<file path="config.mk">
export PLATFORM = sky130hd
export DESIGN_NAME = view_transition_parameter_generator
export DESIGN_NICKNAME = d
export VERILOG_FILES = /design/src/design/vtpg_pkg.sv /design/src/design/vtpg_ease.sv /design/src/design/vtpg_param.sv /design/src/design/view_transition_parameter_generator.sv
export SDC_FILE = /design/constraint.sdc
export NUM_CORES = 2
export LEC_CHECK = 0
export ABC_CLOCK_PERIOD_IN_PS = 12700
export BUFFER_PORTS_ARGS = -buffer_cell sky130_fd_sc_hd__buf_2
export CELL_PAD_IN_SITES_DETAIL_PLACEMENT = 0
export CELL_PAD_IN_SITES_GLOBAL_PLACEMENT = 1
export CORE_MARGIN = 3
export CORE_UTILIZATION = 51
export CTS_BUF_LIST = sky130_fd_sc_hd__clkbuf_8 sky130_fd_sc_hd__clkbuf_16
export DETAILED_ROUTE_END_ITERATION = 10
export PLACE_DENSITY_LB_ADDON = 0.1
export SETUP_SLACK_MARGIN = 0.02
export SKIP_LAST_GASP = 1
export SLEW_MARGIN = 20
export SYNTH_ARGS = -nofsm -noshare
export SYNTH_HDL_FRONTEND = slang
export SYNTH_SLANG_ARGS = --single-unit
</file>
<file path="constraint.sdc">
create_clock -name clk_i -period 12.7 [get_ports clk_i]
set_input_delay 2.54 -clock clk_i [delete_from_list [all_inputs] [get_ports clk_i]]
set_output_delay 2.54 -clock clk_i [all_outputs]
set_load 0.02 [all_outputs]
</file>
<file path="src/design/vtpg_pkg.sv">
// Shared types and constants for the view transition parameter generator.
package vtpg_pkg;

  localparam int unsigned FracBitsDef  = 16;
  localparam int unsigned CoordBitsDef = 14;
  localparam int unsigned NumStages    = 5;

  localparam int unsigned StyleW   = 4;
  localparam int unsigned ScreenW  = 13;
  localparam int unsigned PivotW   = 12;
  localparam int unsigned OpacityW = 8;

  typedef enum logic [StyleW-1:0] {
    StyleOutNone,
    StyleInNone,
    StyleInZoom,
    StyleInMoveFade,
    StyleInRight,
    StyleInLeft,
    StyleInBounce,
    StyleInFade,
    StyleOutZoom,
    StyleOutRight,
    StyleOutLeft,
    StyleOutFade,
    StyleInZoomTl,
    StyleInZoomTr,
    StyleOutZoomTl,
    StyleOutZoomTr
  } style_e;

  typedef enum logic [1:0] {
    RegStyle,
    RegScreenW,
    RegViewW,
    RegViewH
  } reg_idx_e;

  typedef struct packed {
    style_e               style;
    logic [ScreenW-1:0]   slide_span;
    logic [PivotW-1:0]    view_width;
    logic [PivotW-1:0]    view_height;
  } cfg_t;

endpackage

</file>
<file path="src/design/vtpg_ease.sv">
// Easing pipeline: quadratic in-out or bounce-out curve over three stages.
module vtpg_ease #(
  parameter int unsigned FracBits = vtpg_pkg::FracBitsDef
) (
  input  logic                  clk_i,
  input  logic [2:0]            en_i,
  input  logic [FracBits:0]     progress_i,
  input  vtpg_pkg::style_e      style_i,
  output logic [FracBits:0]     e_o
);
  import vtpg_pkg::*;

  localparam int unsigned PW   = FracBits + 1;
  localparam int unsigned MW   = FracBits + 3;
  localparam int unsigned TW   = FracBits + 6;
  localparam int unsigned OneI = 1 << FracBits;

  typedef enum logic [2:0] {
    SegQuadLo,
    SegQuadHi,
    SegB1,
    SegB2,
    SegB3,
    SegB4
  } seg_e;

  logic [PW-1:0]   p_sat;
  logic [TW-1:0]   t11, t22, dif;
  seg_e            seg_d, seg1_q, seg2_q;
  logic [MW-1:0]   ma_d, mb_d, ma_q, mb_q;
  logic [2*MW-1:0] prod_q;
  logic [MW-1:0]   e_raw;
  logic [PW-1:0]   e_d, e_q;

  // stage 1: saturate, pick segment and multiplier operands
  always_comb begin
    p_sat = (progress_i > PW'(OneI)) ? PW'(OneI) : progress_i;
    t11   = TW'(p_sat) * TW'(11);
    t22   = {t11[TW-2:0], 1'b0};
    dif   = '0;
    seg_d = SegQuadLo;
    ma_d  = MW'(p_sat);
    mb_d  = MW'({p_sat, 1'b0});
    if (style_i == StyleInBounce) begin
      if (t11 < TW'(4 * OneI)) begin
        seg_d = SegB1;
        dif   = t11;
      end else if (t11 < TW'(8 * OneI)) begin
        seg_d = SegB2;
        dif   = (t11 > TW'(6 * OneI)) ? t11 - TW'(6 * OneI) : TW'(6 * OneI) - t11;
      end else if (t11 < TW'(10 * OneI)) begin
        seg_d = SegB3;
        dif   = (t11 > TW'(9 * OneI)) ? t11 - TW'(9 * OneI) : TW'(9 * OneI) - t11;
      end else begin
        seg_d = SegB4;
        dif   = (t22 > TW'(21 * OneI)) ? t22 - TW'(21 * OneI) : TW'(21 * OneI) - t22;
      end
      ma_d = MW'(dif);
      mb_d = MW'(dif);
    end else if (p_sat >= PW'(OneI / 2)) begin
      seg_d = SegQuadHi;
      mb_d  = MW'(4 * OneI) - MW'({p_sat, 1'b0});
    end
  end

  always_ff @(posedge clk_i) begin
    if (en_i[0]) begin
      seg1_q <= seg_d;
      ma_q   <= ma_d;
      mb_q   <= mb_d;
    end
  end

  // stage 2: square / product
  always_ff @(posedge clk_i) begin
    if (en_i[1]) begin
      seg2_q <= seg1_q;
      prod_q <= (2*MW)'(ma_q) * (2*MW)'(mb_q);
    end
  end

  // stage 3: scale back, add segment offset, clamp
  always_comb begin
    case (seg2_q)
      SegQuadLo: e_raw = MW'(prod_q >> FracBits);
      SegQuadHi: e_raw = MW'(prod_q >> FracBits) - MW'(OneI);
      SegB1:     e_raw = MW'(prod_q >> (FracBits + 4));
      SegB2:     e_raw = MW'(prod_q >> (FracBits + 4)) + MW'((3 * OneI) >> 2);
      SegB3:     e_raw = MW'(prod_q >> (FracBits + 4)) + MW'((15 * OneI) >> 4);
      SegB4:     e_raw = MW'(prod_q >> (FracBits + 6)) + MW'((63 * OneI) >> 6);
      default:   e_raw = '0;
    endcase
    e_d = (e_raw > MW'(OneI)) ? PW'(OneI) : e_raw[PW-1:0];
  end

  always_ff @(posedge clk_i) begin
    if (en_i[2]) begin
      e_q <= e_d;
    end
  end

  assign e_o = e_q;

endmodule

</file>
<file path="src/design/vtpg_param.sv">
// Parameter pipeline: position, opacity, scale and pivot from the eased value, plus the hide flag.
module vtpg_param #(
  parameter int unsigned FracBits  = vtpg_pkg::FracBitsDef,
  parameter int unsigned CoordBits = vtpg_pkg::CoordBitsDef
) (
  input  logic                              clk_i,
  input  logic [2:0]                        en_i,
  input  vtpg_pkg::cfg_t                    cfg_i,
  input  logic signed [CoordBits-1:0]       cx_i,
  input  logic signed [CoordBits-1:0]       cy_i,
  input  logic [FracBits:0]                 e_i,
  output logic signed [CoordBits-1:0]       new_x_o,
  output logic signed [CoordBits-1:0]       new_y_o,
  output logic                              position_written_o,
  output logic [vtpg_pkg::OpacityW-1:0]     opacity_o,
  output logic                              opacity_written_o,
  output logic [FracBits:0]                 scale_horizontal_o,
  output logic [FracBits:0]                 scale_vertical_o,
  output logic                              scale_applied_o,
  output logic [vtpg_pkg::PivotW-1:0]       pivot_x_o,
  output logic [vtpg_pkg::PivotW-1:0]       pivot_y_o,
  output logic                              hide_layer_o
);
  import vtpg_pkg::*;

  localparam int unsigned CW   = ((CoordBits > 14) ? CoordBits : 14) + 1;
  localparam int unsigned SW   = FracBits + 1;
  localparam int unsigned NW   = FracBits + 4;
  localparam int unsigned QW   = NW + SW;
  localparam int unsigned PMW  = CW - 1 + SW;
  localparam int unsigned OneI = 1 << FracBits;
  localparam int unsigned DivM = (1 << (FracBits + 4)) / 10;
  localparam logic signed [CW:0] CoordMax = (CW+1)'((1 << (CoordBits - 1)) - 1);
  localparam logic signed [CW:0] CoordMin = (CW+1)'(-(1 << (CoordBits - 1)));

  style_e               style;

  // stage 3
  logic signed [CW-1:0] cx_w, sw_w, base_d, c_d, c_abs;
  logic signed [CW-1:0] base3_q;
  logic [CW-2:0]        cmag3_q;
  logic                 cneg3_q;
  logic signed [CoordBits-1:0] cy3_q;

  // stage 4
  logic [PMW-1:0]       pm_full;
  logic [SW-1:0]        oe;
  logic [FracBits+8:0]  op_full;
  logic [NW-1:0]        num_d;
  logic [QW-1:0]        qprod;
  logic signed [CW-1:0] base4_q;
  logic [CW-2:0]        pm4_q;
  logic                 cneg4_q;
  logic signed [CoordBits-1:0] cy4_q;
  logic [OpacityW-1:0]  op4_q;
  logic [NW-1:0]        num4_q;
  logic [SW-1:0]        q04_q, e4_q;

  // stage 5
  logic [NW-1:0]        rem;
  logic [SW-1:0]        quo, scale_d;
  logic signed [CW:0]   pm_s, nx_w;
  logic signed [CoordBits-1:0] nx_d, ny_d;
  logic                 kind_tl, kind_tr, pos_w, op_w;
  logic [PivotW-1:0]    px_d, py_d;

  logic signed [CoordBits-1:0] new_x_q, new_y_q;
  logic                 position_written_q, opacity_written_q, scale_applied_q, hide_layer_q;
  logic [OpacityW-1:0]  opacity_q;
  logic [SW-1:0]        scale_q;
  logic [PivotW-1:0]    pivot_x_q, pivot_y_q;

  assign style = cfg_i.style;

  // stage 3: slide base and signed distance
  always_comb begin
    cx_w   = CW'(cx_i);
    sw_w   = CW'(signed'({1'b0, cfg_i.slide_span}));
    base_d = cx_w;
    c_d    = '0;
    case (style)
      StyleInMoveFade: begin
        base_d = CW'(100);
        c_d    = -CW'(100);
      end
      StyleInRight, StyleInBounce: begin
        base_d = sw_w;
        c_d    = -sw_w;
      end
      StyleInLeft: begin
        base_d = -sw_w;
        c_d    = sw_w;
      end
      StyleOutRight: c_d = sw_w - cx_w;
      StyleOutLeft:  c_d = -sw_w - cx_w;
      default: ;
    endcase
    c_abs = (c_d < 0) ? -c_d : c_d;
  end

  always_ff @(posedge clk_i) begin
    if (en_i[0]) begin
      base3_q <= base_d;
      cmag3_q <= c_abs[CW-2:0];
      cneg3_q <= (c_d < 0);
      cy3_q   <= cy_i;
    end
  end

  // stage 4: distance product, opacity, 0.7 scale product
  always_comb begin
    pm_full = PMW'(cmag3_q) * PMW'(e_i);
    oe      = (style inside {StyleOutZoom, StyleOutFade, StyleOutZoomTl, StyleOutZoomTr}) ?
              SW'(OneI) - e_i : e_i;
    op_full = {oe, 8'b0} - (FracBits+9)'(oe);
    num_d   = NW'(e_i) * NW'(7) +
              ((style inside {StyleInZoomTl, StyleInZoomTr}) ? NW'(3 * OneI) : NW'(0));
    qprod   = QW'(num_d) * QW'(DivM);
  end

  always_ff @(posedge clk_i) begin
    if (en_i[1]) begin
      base4_q <= base3_q;
      pm4_q   <= (CW-1)'(pm_full >> FracBits);
      cneg4_q <= cneg3_q;
      cy4_q   <= cy3_q;
      op4_q   <= OpacityW'(op_full >> FracBits);
      num4_q  <= num_d;
      q04_q   <= SW'(qprod >> (FracBits + 4));
      e4_q    <= e_i;
    end
  end

  // stage 5: divide correction, scale select, placement and saturation
  always_comb begin
    rem     = num4_q - NW'(q04_q) * NW'(10);
    quo     = (rem >= NW'(10)) ? q04_q + SW'(1) : q04_q;
    kind_tl = style inside {StyleInZoomTl, StyleOutZoomTl};
    kind_tr = style inside {StyleInZoomTr, StyleOutZoomTr};
    pos_w   = style inside {StyleInMoveFade, StyleInRight, StyleInLeft, StyleInBounce,
                            StyleOutRight, StyleOutLeft, StyleInZoomTl, StyleInZoomTr,
                            StyleOutZoomTl, StyleOutZoomTr};
    op_w    = style inside {StyleInZoom, StyleInMoveFade, StyleInFade, StyleOutZoom,
                            StyleOutFade, StyleInZoomTl, StyleInZoomTr, StyleOutZoomTl,
                            StyleOutZoomTr};

    case (style)
      StyleInZoom:     scale_d = SW'(OneI / 2) + (e4_q >> 1);
      StyleInMoveFade: scale_d = SW'(OneI) + ((SW'(OneI) - e4_q) >> 1);
      StyleInRight, StyleInLeft, StyleInBounce, StyleOutRight, StyleOutLeft:
                       scale_d = SW'(OneI);
      StyleOutZoom:    scale_d = SW'(OneI) - (e4_q >> 1);
      StyleInZoomTl, StyleInZoomTr:
                       scale_d = quo;
      StyleOutZoomTl:  scale_d = SW'(OneI) - e4_q;
      StyleOutZoomTr:  scale_d = SW'(OneI) - quo;
      default:         scale_d = '0;
    endcase

    pm_s = signed'((CW+1)'(pm4_q));
    if (kind_tl) begin
      nx_w = '0;
    end else if (kind_tr) begin
      nx_w = (CW+1)'(signed'({1'b0, cfg_i.slide_span})) -
             (CW+1)'(signed'({1'b0, cfg_i.view_width}));
    end else begin
      nx_w = (CW+1)'(base4_q) + (cneg4_q ? -pm_s : pm_s);
    end
    if (nx_w > CoordMax) begin
      nx_d = CoordMax[CoordBits-1:0];
    end else if (nx_w < CoordMin) begin
      nx_d = CoordMin[CoordBits-1:0];
    end else begin
      nx_d = nx_w[CoordBits-1:0];
    end
    ny_d = (kind_tl || kind_tr) ? '0 : cy4_q;

    px_d = '0;
    py_d = '0;
    if (scale_d != '0) begin
      if (kind_tr) begin
        px_d = cfg_i.view_width;
      end else if (!kind_tl) begin
        px_d = cfg_i.view_width >> 1;
        py_d = cfg_i.view_height >> 1;
      end
    end
  end

  always_ff @(posedge clk_i) begin
    if (en_i[2]) begin
      new_x_q            <= nx_d;
      new_y_q            <= ny_d;
      position_written_q <= pos_w;
      opacity_q          <= op_w ? op4_q : '0;
      opacity_written_q  <= op_w;
      scale_q            <= scale_d;
      scale_applied_q    <= (scale_d != '0);
      pivot_x_q          <= px_d;
      pivot_y_q          <= py_d;
      hide_layer_q       <= (style == StyleOutNone);
    end
  end

  assign new_x_o            = new_x_q;
  assign new_y_o            = new_y_q;
  assign position_written_o = position_written_q;
  assign opacity_o          = opacity_q;
  assign opacity_written_o  = opacity_written_q;
  assign scale_horizontal_o = scale_q;
  assign scale_vertical_o   = scale_q;
  assign scale_applied_o    = scale_applied_q;
  assign pivot_x_o          = pivot_x_q;
  assign pivot_y_o          = pivot_y_q;
  assign hide_layer_o       = hide_layer_q;

endmodule

</file>
<file path="src/design/view_transition_parameter_generator.sv">
// Top level: register port, pipeline flow control, ease and parameter pipelines.
//
//  channel  | direction | handshake                    | payload
//  ---------+-----------+------------------------------+----------------------------------
//  in       | to block  | in_valid_i / in_stall_o      | progress, current_x, current_y
//  out      | from block| out_valid_o / out_stall_i    | new_x .. hide_layer
//  config   | to block  | psel, penable, pwrite, pready| four registers at 4*index
//
// One transfer per cycle in and out while out_stall_i is low; the pipeline has three ease
// stages and two output stages, set by the squaring and scaling multipliers.
// Reset clears the stage valid bits and loads the register defaults.
// Each stage holds while its successor is full and stalled; bubbles are squeezed out.
module view_transition_parameter_generator #(
  parameter int unsigned FracBits  = vtpg_pkg::FracBitsDef,
  parameter int unsigned CoordBits = vtpg_pkg::CoordBitsDef
) (
  input  logic                              clk_i,
  input  logic                              rst_ni,

  input  logic                              psel,
  input  logic                              penable,
  input  logic                              pwrite,
  input  logic [3:0]                        paddr,
  input  logic [31:0]                       pwdata,
  output logic [31:0]                       prdata,
  output logic                              pready,

  input  logic                              in_valid_i,
  output logic                              in_stall_o,
  input  logic [FracBits:0]                 progress_i,
  input  logic signed [CoordBits-1:0]       current_x_i,
  input  logic signed [CoordBits-1:0]       current_y_i,

  output logic                              out_valid_o,
  input  logic                              out_stall_i,
  output logic signed [CoordBits-1:0]       new_x_o,
  output logic signed [CoordBits-1:0]       new_y_o,
  output logic                              position_written_o,
  output logic [vtpg_pkg::OpacityW-1:0]     opacity_o,
  output logic                              opacity_written_o,
  output logic [FracBits:0]                 scale_horizontal_o,
  output logic [FracBits:0]                 scale_vertical_o,
  output logic                              scale_applied_o,
  output logic [vtpg_pkg::PivotW-1:0]       pivot_x_o,
  output logic [vtpg_pkg::PivotW-1:0]       pivot_y_o,
  output logic                              hide_layer_o
);
  import vtpg_pkg::*;

  cfg_t                    cfg_d, cfg_q;
  reg_idx_e                reg_idx;
  logic [NumStages-1:0]    v_d, v_q;
  logic [NumStages:0]      en;
  logic signed [CoordBits-1:0] cx1_q, cy1_q, cx2_q, cy2_q;
  logic [FracBits:0]       e3;

  // register port
  assign pready  = 1'b1;
  assign reg_idx = reg_idx_e'(paddr[3:2]);

  always_comb begin
    case (reg_idx)
      RegStyle:   prdata = 32'(cfg_q.style);
      RegScreenW: prdata = 32'(cfg_q.slide_span);
      RegViewW:   prdata = 32'(cfg_q.view_width);
      RegViewH:   prdata = 32'(cfg_q.view_height);
      default:    prdata = '0;
    endcase
  end

  always_comb begin
    cfg_d = cfg_q;
    if (psel && penable && pwrite && pready) begin
      case (reg_idx)
        RegStyle:   cfg_d.style       = style_e'(pwdata[StyleW-1:0]);
        RegScreenW: cfg_d.slide_span  = pwdata[ScreenW-1:0];
        RegViewW:   cfg_d.view_width  = pwdata[PivotW-1:0];
        RegViewH:   cfg_d.view_height = pwdata[PivotW-1:0];
        default: ;
      endcase
    end
  end

  always_ff @(posedge clk_i or negedge rst_ni) begin
    if (!rst_ni) begin
      cfg_q.style       <= StyleInNone;
      cfg_q.slide_span  <= ScreenW'(480);
      cfg_q.view_width  <= PivotW'(480);
      cfg_q.view_height <= PivotW'(480);
    end else begin
      cfg_q <= cfg_d;
    end
  end

  // flow control: a stage loads when empty or when its successor moves
  always_comb begin
    en[NumStages] = !out_stall_i;
    for (int k = NumStages - 1; k >= 0; k--) begin
      en[k] = !v_q[k] || en[k+1];
    end
    v_d = v_q;
    if (en[0]) begin
      v_d[0] = in_valid_i;
    end
    for (int k = 1; k < NumStages; k++) begin
      if (en[k]) begin
        v_d[k] = v_q[k-1];
      end
    end
  end

  always_ff @(posedge clk_i or negedge rst_ni) begin
    if (!rst_ni) begin
      v_q <= '0;
    end else begin
      v_q <= v_d;
    end
  end

  assign in_stall_o  = !en[0];
  assign out_valid_o = v_q[NumStages-1];

  // position alongside the ease stages
  always_ff @(posedge clk_i) begin
    if (en[0]) begin
      cx1_q <= current_x_i;
      cy1_q <= current_y_i;
    end
    if (en[1]) begin
      cx2_q <= cx1_q;
      cy2_q <= cy1_q;
    end
  end

  vtpg_ease #(
    .FracBits (FracBits)
  ) u_ease (
    .clk_i      (clk_i),
    .en_i       (en[2:0]),
    .progress_i (progress_i),
    .style_i    (cfg_q.style),
    .e_o        (e3)
  );

  vtpg_param #(
    .FracBits  (FracBits),
    .CoordBits (CoordBits)
  ) u_param (
    .clk_i              (clk_i),
    .en_i               (en[4:2]),
    .cfg_i              (cfg_q),
    .cx_i               (cx2_q),
    .cy_i               (cy2_q),
    .e_i                (e3),
    .new_x_o            (new_x_o),
    .new_y_o            (new_y_o),
    .position_written_o (position_written_o),
    .opacity_o          (opacity_o),
    .opacity_written_o  (opacity_written_o),
    .scale_horizontal_o (scale_horizontal_o),
    .scale_vertical_o   (scale_vertical_o),
    .scale_applied_o    (scale_applied_o),
    .pivot_x_o          (pivot_x_o),
    .pivot_y_o          (pivot_y_o),
    .hide_layer_o       (hide_layer_o)
  );

endmodule

</file>
==> results.toml <==
[worst_setup_path]
cp-start-kind = "flip-flop"
crit_buf_inv = 4
crit_path_end_kind = "flip-flop"
path_max_fanout = 21
worst_path_max_delay_cell = "fa_1"
cpMostUsedCell = "o21ai_0"
reg2reg_from = "u_ease.e_o[3]$_SDFFCE_PN0P_"
crit_arrival_ns = 10.93
timing.rr.end = "u_param.q04_q[15]$_DFFE_PP_"
critPathKind = "reg2reg"
path_delay_family = "adder cells"
slowest_delay_ns = 0.50
r2r_cells = 40
required_ns = 13.03
regToRegSetupSlack_ns = 2.10

[drt]
ant_nets = 0
vias = 36856
drt-wirelength-per-cell_um = 18.6
wirelength_um = 125000
drt_iter0_drc = 2357
vias_per_cell = 5.50
dr.pass1.iters = 6
drc = 0

[global_routing]
grt_pass1_vias = 37762
grtUsageTotal = 0.245
antenna_found_initial = 3
grt-ovfl-total = 0
grt_max_degree = 63
grt_pass1_wl_um = 203000

[clocking]
cts_max_path_buffers = 3
worst_setup_hold_path_clk_slew_ns = 0.06
post_cts_buffers = 0
clk-insertion-delay-late_ns = 0.64
h-tree-depth = 2
cts_tree = "done"
clock-sinks = 414
cts_root_buffer = "clkbuf_16"
cts_resized = 0
cts_made_buffers = 47
postCtsHoldBufs = 0

[outcome]
status = "complete, no violations"

[timing]
max_freq_mhz = 94.3
setup_violations = 0
period_share = 0.835
skew_ns = 0.0663
final-hold-violation-count = 0
slew_headroom = 0.292
grt_setup_unrepaired = "false"
tns_ns = 0
slew_violations = 0
fin_crit_ns = 10.60
worst_pin_slew_ns = 1.05

[finish]
antenna_cells = 0
mostFrequentLayoutCells = "inv_1 (886), nand2_1 (609), fa_1 (607)"
finalNetCount = 6627
area_growth_pct = 6.97
layout-drive-gt1-share = 0.0783
num-fill-cells = 8996
final_common_cell = "inv_1"

[min_path]
hold_depth = 0
hold_path_end = "u_param.cy4_q[7]$_DFFE_PP_"
hold_start = "u_param.cy3_q[7]$_DFFE_PP_"
min_path_type = "reg2reg"

[die]
die_x_um = 323
floorplan.initialDensity = 0.518
fp.dieH_um = 323
io_pins = 221
dieArea_mm2 = 0.104
fp-row-count = 115
core_area_mm2 = 0.0990

[logic_synthesis]
ys_async_sr_fraction = 0.111
synth_ff_type = "edfxtp_1"
synth_edf_count = 368
syn_avg_cell_area_um2 = 9.62
synth.cell_area_mm2 = 0.0512
seq_area_frac_synth = 0.238
synth_cell_types = 97
synthesis.instances = 5327
synth-seq-cells = 414
yosys_warnings = 0

[placement]
hpwl_um = 98600
gp_congestion = 0.887
port_buffers = 178

[run]
max_cap_viol_count = 0
-- stage by stage --
step / std cells / hold WS (ns) / setup slack [ns] / util / cell area [µm²]
after floorplan: 5346 / 0.400 / 3.05 / - / 51300
after global placement: 6613 / 0.401 / 2.16 / 0.537 / 53200
final: 6701 / 0.416 / 2.10 / 0.554 / 54800
after CTS: 6701 / 0.418 / 2.00 / 0.554 / 54800
after global routing: 6701 / 0.420 / 1.20 / 0.554 / 54800
after detailed placement: 6613 / 0.405 / 2.09 / 0.537 / 53200
-- state kept, by name, summed over array words and instances, names as in the netlist, 15 cells and up --
register,flops
u_param.scale_horizontal_o,17
u_param.base4_q,15
u_ease.ma_q,19
u_ease.e_o,17
u_ease.prod_q,22
u_param.e4_q,17
cfg_q,41
u_ease.mb_q,19
u_param.num4_q,19
u_param.q04_q,17
u_param.base3_q,15
-- cell families (layout without fill, tap and decap cells) --
family / Yosys count / in the layout / share of synthesized area
compound gates: 758 / 758 / 0.0966
other cells: 2 / 21 / 0.000147
simple gates: 1499 / 1499 / 0.141
fa+ha+maj: 1164 / 1164 / 0.373
mux: 69 / 69 / 0.0156
buf+inv: 1139 / 1207 / 0.0866
flops: 414 / 414 / 0.238
xor+xnor: 282 / 282 / 0.0483
-- worst max path at each step --
| stage | end | from | cells after the start | slack, ns |
|---|---|---|---|---|
| after floorplan | u_param.q04_q[15]$_DFFE_PP_ | u_ease.e_o[2]$_SDFFCE_PN0P_ | 39 | 3.05 |
| after global placement | u_param.q04_q[15]$_DFFE_PP_ | u_ease.e_o[4]$_SDFFCE_PN0P_ | 38 | 2.16 |
| after detailed placement | u_param.q04_q[15]$_DFFE_PP_ | u_ease.e_o[4]$_SDFFCE_PN0P_ | 38 | 2.09 |
| after CTS | u_param.q04_q[15]$_DFFE_PP_ | u_ease.e_o[4]$_SDFFCE_PN0P_ | 38 | 2.00 |
| after global routing | u_param.q04_q[15]$_DFFE_PP_ | u_ease.e_o[4]$_SDFFCE_PN0P_ | 39 | 1.20 |
| final | u_param.q04_q[15]$_DFFE_PP_ | u_ease.e_o[3]$_SDFFCE_PN0P_ | 40 | 2.10 |
-- area by class of cell --
class                   count  area (µm²)  area share
multi-input cells        3793       34700       0.633
well taps                1287        1610      0.0294
inverters                 886        3330      0.0607
repair buffers            233        1300      0.0238
clock inverters            41         462     0.00842
flip-flops and latches    414       12200       0.223
clock buffers              47        1180      0.0215
-- per-layer routing --
| metal | wire length (µm) | part of all wire | up-vias | track usage |
|---|---|---|---|---|
| met4 | 2800 | 0.022 | 4 | 0.0596 |
| met3 | 6350 | 0.051 | 175 | 0.0323 |
| met1 | 55800 | 0.45 | 18199 | 0.331 |
| met5 | 22 | 0.00018 | - | 0 |
| met2 | 59900 | 0.48 | 894 | 0.418 |
| li1 | - | - | 17584 | - |
-- synth_stat cells (all sizes together), types with 10 or more instances --
library cell / n / share of area
o21a: 39 / 0.0057
clkbuf: 189 / 0.014
nor4: 22 / 0.0031
buf: 64 / 0.0079
or3: 24 / 0.0029
and3: 42 / 0.0051
nor2: 226 / 0.017
a222oi: 10 / 0.0020
a31oi: 36 / 0.0044
nand3: 70 / 0.0068
mux2i: 19 / 0.0037
xnor2: 198 / 0.034
nor3: 98 / 0.010
a221o: 11 / 0.0021
a21o: 36 / 0.0053
dfrtp: 33 / 0.016
nand2b: 33 / 0.0040
o21ai: 184 / 0.018
inv: 886 / 0.065
o211ai: 26 / 0.0038
nand4: 19 / 0.0026
or2: 11 / 0.0013
nor2b: 57 / 0.0070
xor2: 84 / 0.015
o31ai: 19 / 0.0028
and2: 237 / 0.029
mux2: 46 / 0.010
a211oi: 31 / 0.0048
a21oi: 185 / 0.018
o31a: 12 / 0.0021
o21bai: 18 / 0.0026
nor3b: 12 / 0.0018
edfxtp: 368 / 0.22
dfstp: 13 / 0.0067
fa: 607 / 0.24
a221oi: 11 / 0.0019
ha: 557 / 0.14
o221ai: 11 / 0.0020
a22oi: 19 / 0.0028
a21boi: 27 / 0.0040
nand2: 612 / 0.045
Power is not shown: default switching activity piles up to over one toggle a cycle in this logic, so the estimate is an artifact.
